$ cat src/vfpa_pkg.sv
// Package of the video frame packet assembler: register indexes, reset values,
// protocol constants, header byte offsets and the structs passed between modules.
// No dependencies.
`default_nettype none

package vfpa_pkg;

  // Configuration port
  localparam int CFG_INDEX_W = 3;
  localparam int CFG_DATA_W  = 48;

  localparam logic [CFG_INDEX_W-1:0] REG_SOURCE_MAC       = 3'd0;
  localparam logic [CFG_INDEX_W-1:0] REG_DEST_MAC         = 3'd1;
  localparam logic [CFG_INDEX_W-1:0] REG_SOURCE_IP        = 3'd2;
  localparam logic [CFG_INDEX_W-1:0] REG_DEST_IP          = 3'd3;
  localparam logic [CFG_INDEX_W-1:0] REG_UDP_PORT_NUMBER  = 3'd4;
  localparam logic [CFG_INDEX_W-1:0] REG_UDP_LENGTH_VALUE = 3'd5;
  localparam logic [CFG_INDEX_W-1:0] REG_PAYLOAD_MAGIC    = 3'd6;

  // Register reset values
  localparam logic [47:0] RST_SOURCE_MAC       = 48'h0200_0000_0002;
  localparam logic [47:0] RST_DEST_MAC         = 48'h0200_0000_0003;
  localparam logic [31:0] RST_SOURCE_IP        = 32'h0a0a_0f02;
  localparam logic [31:0] RST_DEST_IP          = 32'h0a0a_0f03;
  localparam logic [15:0] RST_UDP_PORT_NUMBER  = 16'd5602;
  localparam logic [15:0] RST_UDP_LENGTH_VALUE = 16'd1480;
  localparam logic [31:0] RST_PAYLOAD_MAGIC    = 32'h5043_414d;

  // Protocol constants
  localparam logic [15:0] ETHERTYPE_IPV4 = 16'h0800;
  localparam logic [3:0]  IP_VERSION_4   = 4'd4;
  localparam logic [3:0]  IP_MIN_IHL     = 4'd5;
  localparam logic [7:0]  IP_PROTO_UDP   = 8'd17;

  // Absolute byte positions (last byte of each field)
  localparam int POS_DEST_MAC_END  = 5;
  localparam int POS_SRC_MAC_END   = 11;
  localparam int POS_ETHERTYPE_END = 13;
  localparam int POS_IP_VER_IHL    = 14;
  localparam int POS_IP_PROTO      = 23;
  localparam int POS_IP_SRC_END    = 29;
  localparam int POS_IP_DST_END    = 33;
  localparam int POS_UDP_MIN       = 34;
  localparam int ETH_HDR_BYTES     = 14;
  localparam int MIN_UDP_TAIL      = 24;

  // Offsets from the UDP header start (last byte of each field)
  localparam int REL_SRC_PORT_END = 1;
  localparam int REL_DST_PORT_END = 3;
  localparam int REL_UDP_LEN_END  = 5;
  localparam int REL_MAGIC_END    = 11;
  localparam int REL_SESSION_END  = 15;
  localparam int REL_FRAME_END    = 19;
  localparam int REL_INDEX_END    = 21;
  localparam int REL_FLAGS_END    = 23;

  // Present map is held as rows of 32 flags
  localparam int MAP_SEL_W    = 5;
  localparam int MAP_ROW_BITS = 32;

  typedef struct packed {
    logic [47:0] source_mac;
    logic [47:0] dest_mac;
    logic [31:0] source_ip;
    logic [31:0] dest_ip;
    logic [15:0] udp_port_number;
    logic [15:0] udp_length_value;
    logic [31:0] payload_magic;
  } vfpa_cfg_t;

  // Packet summary handed from the parser to the frame tracker at packet end
  typedef struct packed {
    logic        eop;
    logic        valid;
    logic [31:0] session;
    logic [31:0] frame;
    logic [15:0] index;
  } vfpa_parse_t;

  typedef struct packed {
    logic        header_valid;
    logic [31:0] session_value;
    logic [31:0] frame_value;
    logic [15:0] index_value;
    logic        packet_accepted;
    logic        oversize;
    logic [10:0] collected_count;
    logic        frame_complete;
    logic [21:0] frame_byte_total;
  } vfpa_result_t;

endpackage

`default_nettype wire

$ cat src/vfpa_if.sv
// Channel interfaces of the video frame packet assembler: byte input, result
// output and configuration write. Depends on vfpa_pkg.
`default_nettype none

interface vfpa_byte_if;
  logic       valid;
  logic       ready;
  logic [7:0] packet_byte;
  logic       end_of_packet;

  modport source (output valid, packet_byte, end_of_packet, input ready);
  modport sink   (input valid, packet_byte, end_of_packet, output ready);
endinterface

interface vfpa_result_if;
  logic        valid;
  logic        ready;
  logic        header_valid;
  logic [31:0] session_value;
  logic [31:0] frame_value;
  logic [15:0] index_value;
  logic        packet_accepted;
  logic        oversize;
  logic [10:0] collected_count;
  logic        frame_complete;
  logic [21:0] frame_byte_total;

  modport source (output valid, header_valid, session_value, frame_value, index_value,
                  packet_accepted, oversize, collected_count, frame_complete,
                  frame_byte_total, input ready);
  modport sink   (input valid, header_valid, session_value, frame_value, index_value,
                  packet_accepted, oversize, collected_count, frame_complete,
                  frame_byte_total, output ready);
endinterface

interface vfpa_cfg_if;
  logic                            valid;
  logic                            ready;
  logic [vfpa_pkg::CFG_INDEX_W-1:0] index;
  logic [vfpa_pkg::CFG_DATA_W-1:0]  data;

  modport source (output valid, index, data, input ready);
  modport sink   (input valid, index, data, output ready);
endinterface

`default_nettype wire

$ cat src/vfpa_header_parser.sv
// Byte-wise header parser: checks Ethernet, IPv4, UDP and payload header fields
// as the bytes pass and captures session, frame and index. Depends on vfpa_pkg.
`default_nettype none

module vfpa_header_parser #(
  parameter int PACKETS_IN_FRAME = 1280,
  parameter int POS_W            = 12
) (
  input  wire                       clk,
  input  wire                       rst,
  input  wire                       take,
  input  wire [7:0]                 packet_byte,
  input  wire                       end_of_packet,
  input  vfpa_pkg::vfpa_cfg_t       cfg_regs,
  output vfpa_pkg::vfpa_parse_t     info,
  output logic [POS_W-1:0]          length,
  output logic [15:0]               index_held
);

  localparam logic [POS_W-1:0] POS_CAP = {POS_W{1'b1}};

  logic [POS_W-1:0] byte_position;
  logic [47:0]      header_words_shift;
  logic [3:0]       ip_header_words;
  logic             check_failed;
  logic [31:0]      parsed_session;
  logic [31:0]      parsed_frame;
  logic [15:0]      parsed_index;
  logic             parsed_flag0;

  logic [POS_W-1:0] byte_position_next;
  logic [47:0]      header_words_shift_next;
  logic [3:0]       ip_header_words_next;
  logic             check_failed_next;
  logic [31:0]      parsed_session_next;
  logic [31:0]      parsed_frame_next;
  logic [15:0]      parsed_index_next;
  logic             parsed_flag0_next;

  logic [15:0]      lo16;
  logic [31:0]      lo32;
  logic [6:0]       udp_start;
  logic [POS_W-1:0] udp_start_ext;
  logic [POS_W-1:0] rel;

  // Field checks and captures for the byte being taken
  always_comb begin
    header_words_shift_next = {header_words_shift[39:0], packet_byte};
    lo16 = header_words_shift_next[15:0];
    lo32 = header_words_shift_next[31:0];
    check_failed_next    = check_failed;
    ip_header_words_next = ip_header_words;
    parsed_session_next  = parsed_session;
    parsed_frame_next    = parsed_frame;
    parsed_index_next    = parsed_index;
    parsed_flag0_next    = parsed_flag0;
    rel = '0;

    if (byte_position == POS_W'(vfpa_pkg::POS_DEST_MAC_END) &&
        header_words_shift_next != cfg_regs.dest_mac) check_failed_next = 1'b1;
    if (byte_position == POS_W'(vfpa_pkg::POS_SRC_MAC_END) &&
        header_words_shift_next != cfg_regs.source_mac) check_failed_next = 1'b1;
    if (byte_position == POS_W'(vfpa_pkg::POS_ETHERTYPE_END) &&
        lo16 != vfpa_pkg::ETHERTYPE_IPV4) check_failed_next = 1'b1;
    if (byte_position == POS_W'(vfpa_pkg::POS_IP_VER_IHL)) begin
      ip_header_words_next = packet_byte[3:0];
      if (packet_byte[7:4] != vfpa_pkg::IP_VERSION_4 ||
          packet_byte[3:0] < vfpa_pkg::IP_MIN_IHL) check_failed_next = 1'b1;
    end
    if (byte_position == POS_W'(vfpa_pkg::POS_IP_PROTO) &&
        packet_byte != vfpa_pkg::IP_PROTO_UDP) check_failed_next = 1'b1;
    if (byte_position == POS_W'(vfpa_pkg::POS_IP_SRC_END) &&
        lo32 != cfg_regs.source_ip) check_failed_next = 1'b1;
    if (byte_position == POS_W'(vfpa_pkg::POS_IP_DST_END) &&
        lo32 != cfg_regs.dest_ip) check_failed_next = 1'b1;

    // UDP header start follows the IP header length
    udp_start     = 7'(vfpa_pkg::ETH_HDR_BYTES) + {1'b0, ip_header_words_next, 2'b00};
    udp_start_ext = POS_W'(udp_start);

    if (byte_position >= POS_W'(vfpa_pkg::POS_UDP_MIN) && byte_position >= udp_start_ext)
    begin
      rel = byte_position - udp_start_ext;
      case (rel)
        POS_W'(vfpa_pkg::REL_SRC_PORT_END): begin
          if (lo16 != cfg_regs.udp_port_number) check_failed_next = 1'b1;
        end
        POS_W'(vfpa_pkg::REL_DST_PORT_END): begin
          if (lo16 != cfg_regs.udp_port_number) check_failed_next = 1'b1;
        end
        POS_W'(vfpa_pkg::REL_UDP_LEN_END): begin
          if (lo16 != cfg_regs.udp_length_value) check_failed_next = 1'b1;
        end
        POS_W'(vfpa_pkg::REL_MAGIC_END): begin
          if (lo32 != cfg_regs.payload_magic) check_failed_next = 1'b1;
        end
        POS_W'(vfpa_pkg::REL_SESSION_END): parsed_session_next = lo32;
        POS_W'(vfpa_pkg::REL_FRAME_END):   parsed_frame_next   = lo32;
        POS_W'(vfpa_pkg::REL_INDEX_END):   parsed_index_next   = lo16;
        POS_W'(vfpa_pkg::REL_FLAGS_END):   parsed_flag0_next   = lo16[0];
        default: ;
      endcase
    end

    // Position counter saturates well above any length that matters
    byte_position_next = (byte_position == POS_CAP) ? byte_position : byte_position + 1'b1;
  end

  // Packet summary at the final byte
  assign length     = byte_position_next;
  assign index_held = parsed_index;

  always_comb begin
    info.eop     = take & end_of_packet;
    info.valid   = !check_failed_next &&
                   byte_position_next >= udp_start_ext + POS_W'(vfpa_pkg::MIN_UDP_TAIL) &&
                   parsed_flag0_next &&
                   parsed_index_next < 16'(PACKETS_IN_FRAME);
    info.session = parsed_session_next;
    info.frame   = parsed_frame_next;
    info.index   = parsed_index_next;
  end

  // Parse state, cleared at every packet end
  always_ff @(posedge clk) begin
    if (rst || (take && end_of_packet)) begin
      byte_position      <= '0;
      header_words_shift <= '0;
      ip_header_words    <= '0;
      check_failed       <= 1'b0;
      parsed_session     <= '0;
      parsed_frame       <= '0;
      parsed_index       <= '0;
      parsed_flag0       <= 1'b0;
    end else if (take) begin
      byte_position      <= byte_position_next;
      header_words_shift <= header_words_shift_next;
      ip_header_words    <= ip_header_words_next;
      check_failed       <= check_failed_next;
      parsed_session     <= parsed_session_next;
      parsed_frame       <= parsed_frame_next;
      parsed_index       <= parsed_index_next;
      parsed_flag0       <= parsed_flag0_next;
    end
  end

endmodule

`default_nettype wire

$ cat src/vfpa_frame_tracker.sv
// Frame tracker: keeps the candidate frame, the present map of packet indexes
// (32-flag rows in a RAM with per-row valid flags), count and byte total.
// Depends on vfpa_pkg.
`default_nettype none

module vfpa_frame_tracker #(
  parameter int PACKETS_IN_FRAME = 1280,
  parameter int MAX_PACKET_BYTES = 2048,
  parameter int POS_W            = 12
) (
  input  wire                       clk,
  input  wire                       rst,
  input  vfpa_pkg::vfpa_parse_t     info,
  input  wire [POS_W-1:0]           length,
  input  wire [15:0]                index_held,
  output vfpa_pkg::vfpa_result_t    result
);

  localparam int ROWS  = (PACKETS_IN_FRAME + vfpa_pkg::MAP_ROW_BITS - 1) /
                         vfpa_pkg::MAP_ROW_BITS;
  localparam int ROW_W = (ROWS > 1) ? $clog2(ROWS) : 1;
  localparam int CNT_W = $clog2(PACKETS_IN_FRAME + 1);
  localparam int CNT_X = (CNT_W > 11) ? CNT_W : 11;

  // Present map storage
  logic [vfpa_pkg::MAP_ROW_BITS-1:0] map_mem [ROWS];
  logic [vfpa_pkg::MAP_ROW_BITS-1:0] map_rdata;
  logic [ROWS-1:0]                   row_valid;
  logic [ROWS-1:0]                   row_valid_next;

  logic [CNT_W-1:0] held_count;
  logic [31:0]      candidate_session;
  logic [31:0]      candidate_frame;
  logic             candidate_present;
  logic [21:0]      byte_total;
  logic             assembly_done;

  logic [CNT_W-1:0] held_count_next;
  logic [31:0]      candidate_session_next;
  logic [31:0]      candidate_frame_next;
  logic             candidate_present_next;
  logic [21:0]      byte_total_next;
  logic             assembly_done_next;

  logic [15-vfpa_pkg::MAP_SEL_W:0]   row_full;
  logic [ROW_W-1:0]                  row_addr;
  logic [vfpa_pkg::MAP_SEL_W-1:0]    bit_sel;
  logic [vfpa_pkg::MAP_ROW_BITS-1:0] row_data;
  logic                              live;
  logic                              restart;
  logic                              present;
  logic                              match;
  logic                              over;
  logic                              accepted;
  logic                              complete;
  logic [CNT_X-1:0]                  count_ext;

  // Row of the held index; read every cycle so it is ready at packet end
  always_comb begin
    row_full = index_held[15:vfpa_pkg::MAP_SEL_W];
    row_addr = (index_held < 16'(PACKETS_IN_FRAME)) ? row_full[ROW_W-1:0] : '0;
    bit_sel  = index_held[vfpa_pkg::MAP_SEL_W-1:0];
  end

  always_ff @(posedge clk) begin
    map_rdata <= map_mem[row_addr];
    if (accepted) begin
      map_mem[row_addr] <= row_data | (vfpa_pkg::MAP_ROW_BITS'(1) << bit_sel);
    end
  end

  // Candidate decision at packet end
  always_comb begin
    live    = info.eop && info.valid && !assembly_done;
    restart = live && info.index == '0 &&
              (held_count == '0 || info.session != candidate_session ||
               info.frame != candidate_frame);

    candidate_session_next = restart ? info.session : candidate_session;
    candidate_frame_next   = restart ? info.frame : candidate_frame;
    candidate_present_next = restart | candidate_present;

    // A restart empties the map, so stored rows read as clear
    row_data = (restart || !row_valid[row_addr]) ? '0 : map_rdata;
    present  = row_data[bit_sel];

    match    = live && candidate_present_next &&
               info.session == candidate_session_next &&
               info.frame == candidate_frame_next && !present;
    over     = match && length > POS_W'(MAX_PACKET_BYTES);
    accepted = match && !over;

    held_count_next = restart ? '0 : held_count;
    byte_total_next = restart ? '0 : byte_total;
    row_valid_next  = restart ? '0 : row_valid;
    if (accepted) begin
      held_count_next          = held_count_next + 1'b1;
      byte_total_next          = byte_total_next + 22'(length);
      row_valid_next[row_addr] = 1'b1;
    end
    complete           = accepted && held_count_next == CNT_W'(PACKETS_IN_FRAME);
    assembly_done_next = assembly_done | complete;
  end

  always_ff @(posedge clk) begin
    if (rst) begin
      held_count        <= '0;
      candidate_session <= '0;
      candidate_frame   <= '0;
      candidate_present <= 1'b0;
      byte_total        <= '0;
      assembly_done     <= 1'b0;
      row_valid         <= '0;
    end else if (info.eop) begin
      held_count        <= held_count_next;
      candidate_session <= candidate_session_next;
      candidate_frame   <= candidate_frame_next;
      candidate_present <= candidate_present_next;
      byte_total        <= byte_total_next;
      assembly_done     <= assembly_done_next;
      row_valid         <= row_valid_next;
    end
  end

  // Result fields
  always_comb begin
    count_ext               = CNT_X'(held_count_next);
    result.header_valid     = info.valid;
    result.session_value    = info.valid ? info.session : '0;
    result.frame_value      = info.valid ? info.frame : '0;
    result.index_value      = info.valid ? info.index : '0;
    result.packet_accepted  = accepted;
    result.oversize         = over;
    result.collected_count  = count_ext[10:0];
    result.frame_complete   = complete;
    result.frame_byte_total = byte_total_next;
  end

endmodule

`default_nettype wire

$ cat src/video_frame_packet_assembler_unit.sv
// Video frame packet assembler, top level: configuration registers, parser,
// frame tracker and the result queue. Depends on vfpa_pkg, vfpa_if,
// vfpa_header_parser and vfpa_frame_tracker.
//
// Takes one Ethernet byte per clock, sustained, whenever the two-entry result
// queue has room; a packet's result is written to the queue in the cycle its
// last byte is taken and can leave on the next edge. All header checks run on
// the byte as it is taken. The present map lives in a RAM of 32-flag rows
// with a valid flag per row; the row of the captured packet index is read
// ahead of packet end, so no clearing pass is needed after reset or when
// a new candidate frame starts. Configuration writes are taken in any cycle.
`default_nettype none

module video_frame_packet_assembler_unit #(
  parameter int PACKETS_IN_FRAME = 1280,
  parameter int MAX_PACKET_BYTES = 2048
) (
  input  wire          clk,
  input  wire          rst,
  vfpa_byte_if.sink    pkt,
  vfpa_result_if.source res,
  vfpa_cfg_if.sink     cfg
);

  localparam int POS_W_RAW = $clog2(MAX_PACKET_BYTES + 2);
  localparam int POS_W     = (POS_W_RAW < 7) ? 7 : POS_W_RAW;

  vfpa_pkg::vfpa_cfg_t    cfg_regs;
  vfpa_pkg::vfpa_parse_t  info;
  vfpa_pkg::vfpa_result_t result;
  logic [POS_W-1:0]       length;
  logic [15:0]            index_held;
  logic                   take;

  // Configuration registers
  assign cfg.ready = 1'b1;

  always_ff @(posedge clk) begin
    if (rst) begin
      cfg_regs.source_mac       <= vfpa_pkg::RST_SOURCE_MAC;
      cfg_regs.dest_mac         <= vfpa_pkg::RST_DEST_MAC;
      cfg_regs.source_ip        <= vfpa_pkg::RST_SOURCE_IP;
      cfg_regs.dest_ip          <= vfpa_pkg::RST_DEST_IP;
      cfg_regs.udp_port_number  <= vfpa_pkg::RST_UDP_PORT_NUMBER;
      cfg_regs.udp_length_value <= vfpa_pkg::RST_UDP_LENGTH_VALUE;
      cfg_regs.payload_magic    <= vfpa_pkg::RST_PAYLOAD_MAGIC;
    end else if (cfg.valid) begin
      case (cfg.index)
        vfpa_pkg::REG_SOURCE_MAC:       cfg_regs.source_mac       <= cfg.data[47:0];
        vfpa_pkg::REG_DEST_MAC:         cfg_regs.dest_mac         <= cfg.data[47:0];
        vfpa_pkg::REG_SOURCE_IP:        cfg_regs.source_ip        <= cfg.data[31:0];
        vfpa_pkg::REG_DEST_IP:          cfg_regs.dest_ip          <= cfg.data[31:0];
        vfpa_pkg::REG_UDP_PORT_NUMBER:  cfg_regs.udp_port_number  <= cfg.data[15:0];
        vfpa_pkg::REG_UDP_LENGTH_VALUE: cfg_regs.udp_length_value <= cfg.data[15:0];
        vfpa_pkg::REG_PAYLOAD_MAGIC:    cfg_regs.payload_magic    <= cfg.data[31:0];
        default: ;
      endcase
    end
  end

  assign take = pkt.valid & pkt.ready;

  vfpa_header_parser #(
    .PACKETS_IN_FRAME (PACKETS_IN_FRAME),
    .POS_W            (POS_W)
  ) u_parser (
    .clk           (clk),
    .rst           (rst),
    .take          (take),
    .packet_byte   (pkt.packet_byte),
    .end_of_packet (pkt.end_of_packet),
    .cfg_regs      (cfg_regs),
    .info          (info),
    .length        (length),
    .index_held    (index_held)
  );

  vfpa_frame_tracker #(
    .PACKETS_IN_FRAME (PACKETS_IN_FRAME),
    .MAX_PACKET_BYTES (MAX_PACKET_BYTES),
    .POS_W            (POS_W)
  ) u_tracker (
    .clk        (clk),
    .rst        (rst),
    .info       (info),
    .length     (length),
    .index_held (index_held),
    .result     (result)
  );

  // Two-entry result queue
  vfpa_pkg::vfpa_result_t res_q [2];
  logic                   wr_ptr;
  logic                   rd_ptr;
  logic [1:0]             occupancy;
  logic                   push;
  logic                   pop;
  vfpa_pkg::vfpa_result_t head;

  assign push      = info.eop;
  assign pop       = res.valid & res.ready;
  assign pkt.ready = (occupancy != 2'd2);
  assign res.valid = (occupancy != 2'd0);

  always_ff @(posedge clk) begin
    if (push) res_q[wr_ptr] <= result;
  end

  always_ff @(posedge clk) begin
    if (rst) begin
      wr_ptr    <= 1'b0;
      rd_ptr    <= 1'b0;
      occupancy <= '0;
    end else begin
      if (push) wr_ptr <= ~wr_ptr;
      if (pop)  rd_ptr <= ~rd_ptr;
      occupancy <= occupancy + {1'b0, push} - {1'b0, pop};
    end
  end

  assign head                 = res_q[rd_ptr];
  assign res.header_valid     = head.header_valid;
  assign res.session_value    = head.session_value;
  assign res.frame_value      = head.frame_value;
  assign res.index_value      = head.index_value;
  assign res.packet_accepted  = head.packet_accepted;
  assign res.oversize         = head.oversize;
  assign res.collected_count  = head.collected_count;
  assign res.frame_complete   = head.frame_complete;
  assign res.frame_byte_total = head.frame_byte_total;

endmodule

`default_nettype wire

$ cat src/flat_wrapper.sv
// flat-port wrapper written by rule: the top's interface ports become plain ports
module video_frame_packet_assembler_unit_flat 
#(
  parameter int PACKETS_IN_FRAME = 1280,
  parameter int MAX_PACKET_BYTES = 2048
)
  (clk, rst, pkt_valid, pkt_packet_byte, pkt_end_of_packet, pkt_ready, res_valid, res_header_valid, res_session_value, res_frame_value, res_index_value, res_packet_accepted, res_oversize, res_collected_count, res_frame_complete, res_frame_byte_total, res_ready, cfg_valid, cfg_index, cfg_data, cfg_ready);
  vfpa_byte_if pkt_i ();
  vfpa_result_if res_i ();
  vfpa_cfg_if cfg_i ();
  input  wire clk;
  input  wire rst;
  input wire logic [$bits(pkt_i.valid)-1:0] pkt_valid;
  input wire logic [$bits(pkt_i.packet_byte)-1:0] pkt_packet_byte;
  input wire logic [$bits(pkt_i.end_of_packet)-1:0] pkt_end_of_packet;
  output wire logic [$bits(pkt_i.ready)-1:0] pkt_ready;
  output wire logic [$bits(res_i.valid)-1:0] res_valid;
  output wire logic [$bits(res_i.header_valid)-1:0] res_header_valid;
  output wire logic [$bits(res_i.session_value)-1:0] res_session_value;
  output wire logic [$bits(res_i.frame_value)-1:0] res_frame_value;
  output wire logic [$bits(res_i.index_value)-1:0] res_index_value;
  output wire logic [$bits(res_i.packet_accepted)-1:0] res_packet_accepted;
  output wire logic [$bits(res_i.oversize)-1:0] res_oversize;
  output wire logic [$bits(res_i.collected_count)-1:0] res_collected_count;
  output wire logic [$bits(res_i.frame_complete)-1:0] res_frame_complete;
  output wire logic [$bits(res_i.frame_byte_total)-1:0] res_frame_byte_total;
  input wire logic [$bits(res_i.ready)-1:0] res_ready;
  input wire logic [$bits(cfg_i.valid)-1:0] cfg_valid;
  input wire logic [$bits(cfg_i.index)-1:0] cfg_index;
  input wire logic [$bits(cfg_i.data)-1:0] cfg_data;
  output wire logic [$bits(cfg_i.ready)-1:0] cfg_ready;
  assign pkt_i.valid = pkt_valid;
  assign pkt_i.packet_byte = pkt_packet_byte;
  assign pkt_i.end_of_packet = pkt_end_of_packet;
  assign pkt_ready = pkt_i.ready;
  assign res_valid = res_i.valid;
  assign res_header_valid = res_i.header_valid;
  assign res_session_value = res_i.session_value;
  assign res_frame_value = res_i.frame_value;
  assign res_index_value = res_i.index_value;
  assign res_packet_accepted = res_i.packet_accepted;
  assign res_oversize = res_i.oversize;
  assign res_collected_count = res_i.collected_count;
  assign res_frame_complete = res_i.frame_complete;
  assign res_frame_byte_total = res_i.frame_byte_total;
  assign res_i.ready = res_ready;
  assign cfg_i.valid = cfg_valid;
  assign cfg_i.index = cfg_index;
  assign cfg_i.data = cfg_data;
  assign cfg_ready = cfg_i.ready;
  video_frame_packet_assembler_unit #(.PACKETS_IN_FRAME(PACKETS_IN_FRAME), .MAX_PACKET_BYTES(MAX_PACKET_BYTES)) u_core (.clk(clk), .rst(rst), .pkt(pkt_i), .res(res_i), .cfg(cfg_i));
endmodule
$ cat config.mk
export PLATFORM = sky130hd
export DESIGN_NAME = video_frame_packet_assembler_unit_flat
export DESIGN_NICKNAME = d
export VERILOG_FILES = /design/src/vfpa_pkg.sv /design/src/vfpa_if.sv /design/src/vfpa_header_parser.sv /design/src/vfpa_frame_tracker.sv /design/src/video_frame_packet_assembler_unit.sv /design/src/flat_wrapper.sv
export SDC_FILE = /design/constraint.sdc
export NUM_CORES = 2
export LEC_CHECK = 0
export ABC_AREA = 1
export BUFFER_PORTS_ARGS = -buffer_cell sky130_fd_sc_hd__buf_2
export CAP_MARGIN = 20
export CORE_MARGIN = 2
export CORE_UTILIZATION = 50
export DETAILED_ROUTE_END_ITERATION = 6
export HOLD_SLACK_MARGIN = 0.15
export PLACE_DENSITY = 0.74
export SYNTH_ARGS = -nofsm -noshare
export SYNTH_HDL_FRONTEND = slang
export SYNTH_SLANG_ARGS = --single-unit
$ cat constraint.sdc
create_clock -name clk -period 23.1 [get_ports clk]
set_input_delay 4.62 -clock clk [delete_from_list [all_inputs] [get_ports clk]]
set_output_delay 4.62 -clock clk [all_outputs]
set_load 0.01 [all_outputs]
==> flow_summary_export.csv <==
group,metric,value,unit
worst_setup_path,cp_slowest_stage_delay,780,ps
floorplan,dieArea,174000,um^2
floorplan,initial_utilization,0.503,
synthesis,async_flop_share,0,
synthesis,ys_types,81,
sta,fin_setup_tns,0,ps
grt,grt_pass1_vias,57800,
synthesis,synth_top_family_by_area,"simple AND/OR/NAND/NOR gates",
sta,tightest_slew,1390,ps
synthesis,ys.flop_type,"edfxtp_1",
outcome,status,"complete, but fails checks",
synthesis,synthAdderAreaFrac,0.00487,
sta,max_freq,69.5,MHz
placement,hpwl,163000,um
worst_setup_path,cp.required,23660,ps
route,wirelength,263000,um
clocking,cts_setup_buffers,0,
worst_setup_path,critical_path_class,"input port to flip-flop",
floorplan,num_io_pins,185,
final_layout,syn_to_final_growth,12.5,%
power_and_ir_drop,power_frac_comb,0.204,
outcome,violations,"DRC",
synthesis,synth-compound-area-share,0.107,
power_and_ir_drop,p_sw_frac,0.309,
synthesis,synth_mux_area_frac,0.0156,
clocking,cts_tree,"yes",
worst_setup_path,cp-start-kind,"input port",
grt,grt-ovfl-total,0,
hold_path,min_path_cells,1,
synthesis,synth-simple-area-share,0.142,
worst_setup_path,cp-end-kind,"flip-flop",
hold_path,hp-class,"flip-flop to flip-flop",
route,drc,34,
synthesis,ys_warn_count,0,
clocking,h-tree-depth,4,
worst_setup_path,cp_max_fo,61,
floorplan,die_x,417,um
worst_setup_path,timing.critical_path.buf_inv,10,
worst_setup_path,arrival,14940,ps
route,wire_per_inst,26.6,um
clocking,cts_root_buf,"clkbuf_16",
synthesis,synth_area,85200,um^2
clocking,cts_sinks,2052,
sta,finalCritPeriodShare,0.623,
route,vias,61200,
synthesis,syn_avg_cell_area,11.5,um^2
sta,hold_viol,0,
sta,rsz0062_at_grt,"no",
route,antenna_left,0,
final_layout,layout.cells.non_filler,9913,
grt,grt.total_usage,0.295,
run,maxCapViolations,0,
power_and_ir_drop,vdd_drop_max,0.0000979,V
clocking,cts.path.max_buffers,3,
power_and_ir_drop,power_density,102,nW/um^2
final_layout,mostFrequentLayoutCells,"edfxtp_1 (1514), nand2_1 (1131), nor2_1 (648)",
final_layout,fillers,13500,
placement,place_inst,9523,
final_layout,multiInputGateArea,25300,um^2
grt,antenna_found_initial,3,
worst_setup_path,crit_cells,48,
final_layout,drive_gt1_frac,0.131,
clocking,cts_buffers,200,
sta,holdWs,454,ps
power_and_ir_drop,power_frac_clock,0.340,
clocking,cts-resized-gates,0,
clocking,clock_latency,880,ps
power_and_ir_drop,power.share.sequential,0.457,
synthesis,synth_edf_count,1514,
synthesis,syn_inst,7401,
synthesis,synth_seq_area_share,0.660,
worst_setup_path,worst_path_most_repeated_cell,"nand2_1",
final_layout,nNetsFinal,7621,
power_and_ir_drop,power_leakage,0.0345,uW
sta,fin_crit,14380,ps
route,avgViaCountPerCell,6.18,
grt,grt_max_degree,233,
worst_setup_path,critPathTopFamily,"simple AND/OR/NAND/NOR gates",
route,dr.pass1.iters,7,
route,drt-initial-drc-count,8006,
final_layout,regArea,56200,um^2
sta,maxSlewViolCount,0,
synthesis,ys_seq_elements,2052,
clocking,postCtsHoldBufs,0,
final_layout,layout_commonest_cell,"edfxtp_1",
placement,numPortBuffers,183,
power_and_ir_drop,p_sw,3030,uW
grt,grt_pass1_wl,382000,um
worst_setup_path,reg2reg_depth,50,
worst_setup_path,crit_slowest_cell,"nor2_4",
floorplan,design.core.area,169000,um^2
power_and_ir_drop,p_int,6780,uW
floorplan,die_h,417,um
clocking,path_clk_slew,60,ps
placement,globalplace.congestion,0.955,
sta,fin_worst_skew,76.8,ps
sta,max_slew_margin,0.0760,
floorplan,std_cell_rows,151,
synthesis,synth_xor_area_frac,0.0198,
sta,finalSetupViolations,0,
[logic make-up (layout without fill, tap and decap cells)]
group                      after synthesis  in the layout
adders and majority gates               32             32
DFF                                   2052           2052
and+or+nand+nor                       2667           2667
xor gates and xnor gates               193            193
muxes                                  118            118
buffers and inverters                  968           1250
other                                    2             14
AOI/OAI and AO/OA                     1369           1369
[per-stage QoR]
stage	area (um^2)	total power, uW	setup slack [ps]	util
6_report	95900	9800	8720	0.566
4_1_cts	95500	9750	8890	0.564
5_1_grt	95800	10100	8170	0.566
3_3_place_gp	88200	6440	8040	0.521
2_1_floorplan	85300	5600	12180	-
3_5_place_dp	88800	6470	8000	0.525
[worst paths after layout]
check | start | endpoint | slack, ps
hold reg to reg | u_core.rd_ptr$_SDFFE_PP0P_ | flip-flop | 450
setup / recovery | pkt_packet_byte[0] | u_core.u_tracker.map_mem[24][29]$_DFFE_PP_ | 8720
setup reg to reg | u_core.u_parser.byte_position[1]$_SDFFE_PP0P_ | u_core.u_tracker.map_mem[24][29]$_DFFE_PP_ | 12070
hold / removal | u_core.rd_ptr$_SDFFE_PP0P_ | flip-flop | 450
[layout make-up]
cell class                 count  share of cell area
tap                         2218              0.0290
multi-input combinational   4391               0.264
antenna                        2           0.0000522
clock inverter               110              0.0128
clock buffer                 261              0.0572
sequential                  2052               0.587
timing repair buffer         338              0.0285
inverter                     541              0.0215
[state kept, by name (all words and copies together) (netlist names), 2 cells and up, named ones only]
register,count
u_core.u_parser.index_held,16
u_core.u_tracker.candidate_session,32
u_core.u_tracker.byte_total,22
u_core.res_q,234
u_core.occupancy,2
u_core.u_parser.parsed_frame,32
u_core.u_tracker.row_valid,40
u_core.cfg_regs,224
u_core.u_tracker.map_mem,1280
u_core.u_parser.parsed_session,32
u_core.u_parser.byte_position,12
u_core.u_parser.ip_header_words,4
u_core.u_parser.header_words_shift,40
u_core.u_tracker.candidate_frame,32
u_core.u_tracker.map_rdata,32
u_core.u_tracker.held_count,11
[power by group through the flow]
stage	Clock (uW)	Sequential, uW	Combinational [uW]
after floorplan	0	4520	1080
after global placement	0	4550	1900
after detailed placement	0	4550	1920
after CTS	3340	4470	1930
after global routing	3490	4480	2100
final	3330	4480	2000
[synthesized netlist by cell type (41+ instances only)]
cell / n / share of area
nand2_1: 1133 / 0.050
inv_1: 502 / 0.022
a221oi_1: 73 / 0.0075
o211ai_1: 51 / 0.0045
nand3_1: 367 / 0.022
a21oi_1: 202 / 0.012
o21ai_0: 347 / 0.020
mux2_2: 117 / 0.015
nand4_1: 282 / 0.021
buf_6: 55 / 0.0073
edfxtp_1: 1514 / 0.53
xnor2_1: 156 / 0.016
buf_1: 41 / 0.0018
a22oi_1: 437 / 0.038
clkbuf_1: 269 / 0.012
a22o_1: 45 / 0.0046
dfxtp_1: 538 / 0.13
nor2_1: 678 / 0.030
[layer usage]
| metal | global-route usage | share of wire | up-vias | wire length [um] |
|---|---|---|---|---|
| met5 | 0 | 0.00010 | - | 27 |
| met1 | 0.366 | 0.36 | 29700 | 94400 |
| met4 | 0.185 | 0.070 | 4 | 18400 |
| met2 | 0.464 | 0.46 | 3907 | 121000 |
| met3 | 0.0750 | 0.11 | 787 | 29400 |
| li1 | - | - | 26900 | - |
[worst register-to-register path: cells and delay by family (launching register included)]
| kind | cells | cell delay (ps) |
|---|---|---|
| AOI/OAI and AO/OA | 2 | 780 |
| adders and majority gates | 2 | 600 |
| buffers and inverters | 8 | 1920 |
| DFF | 1 | 530 |
| and+or+nand+nor | 38 | 6920 |
Note: power is estimated with default switching activity, not from simulation.
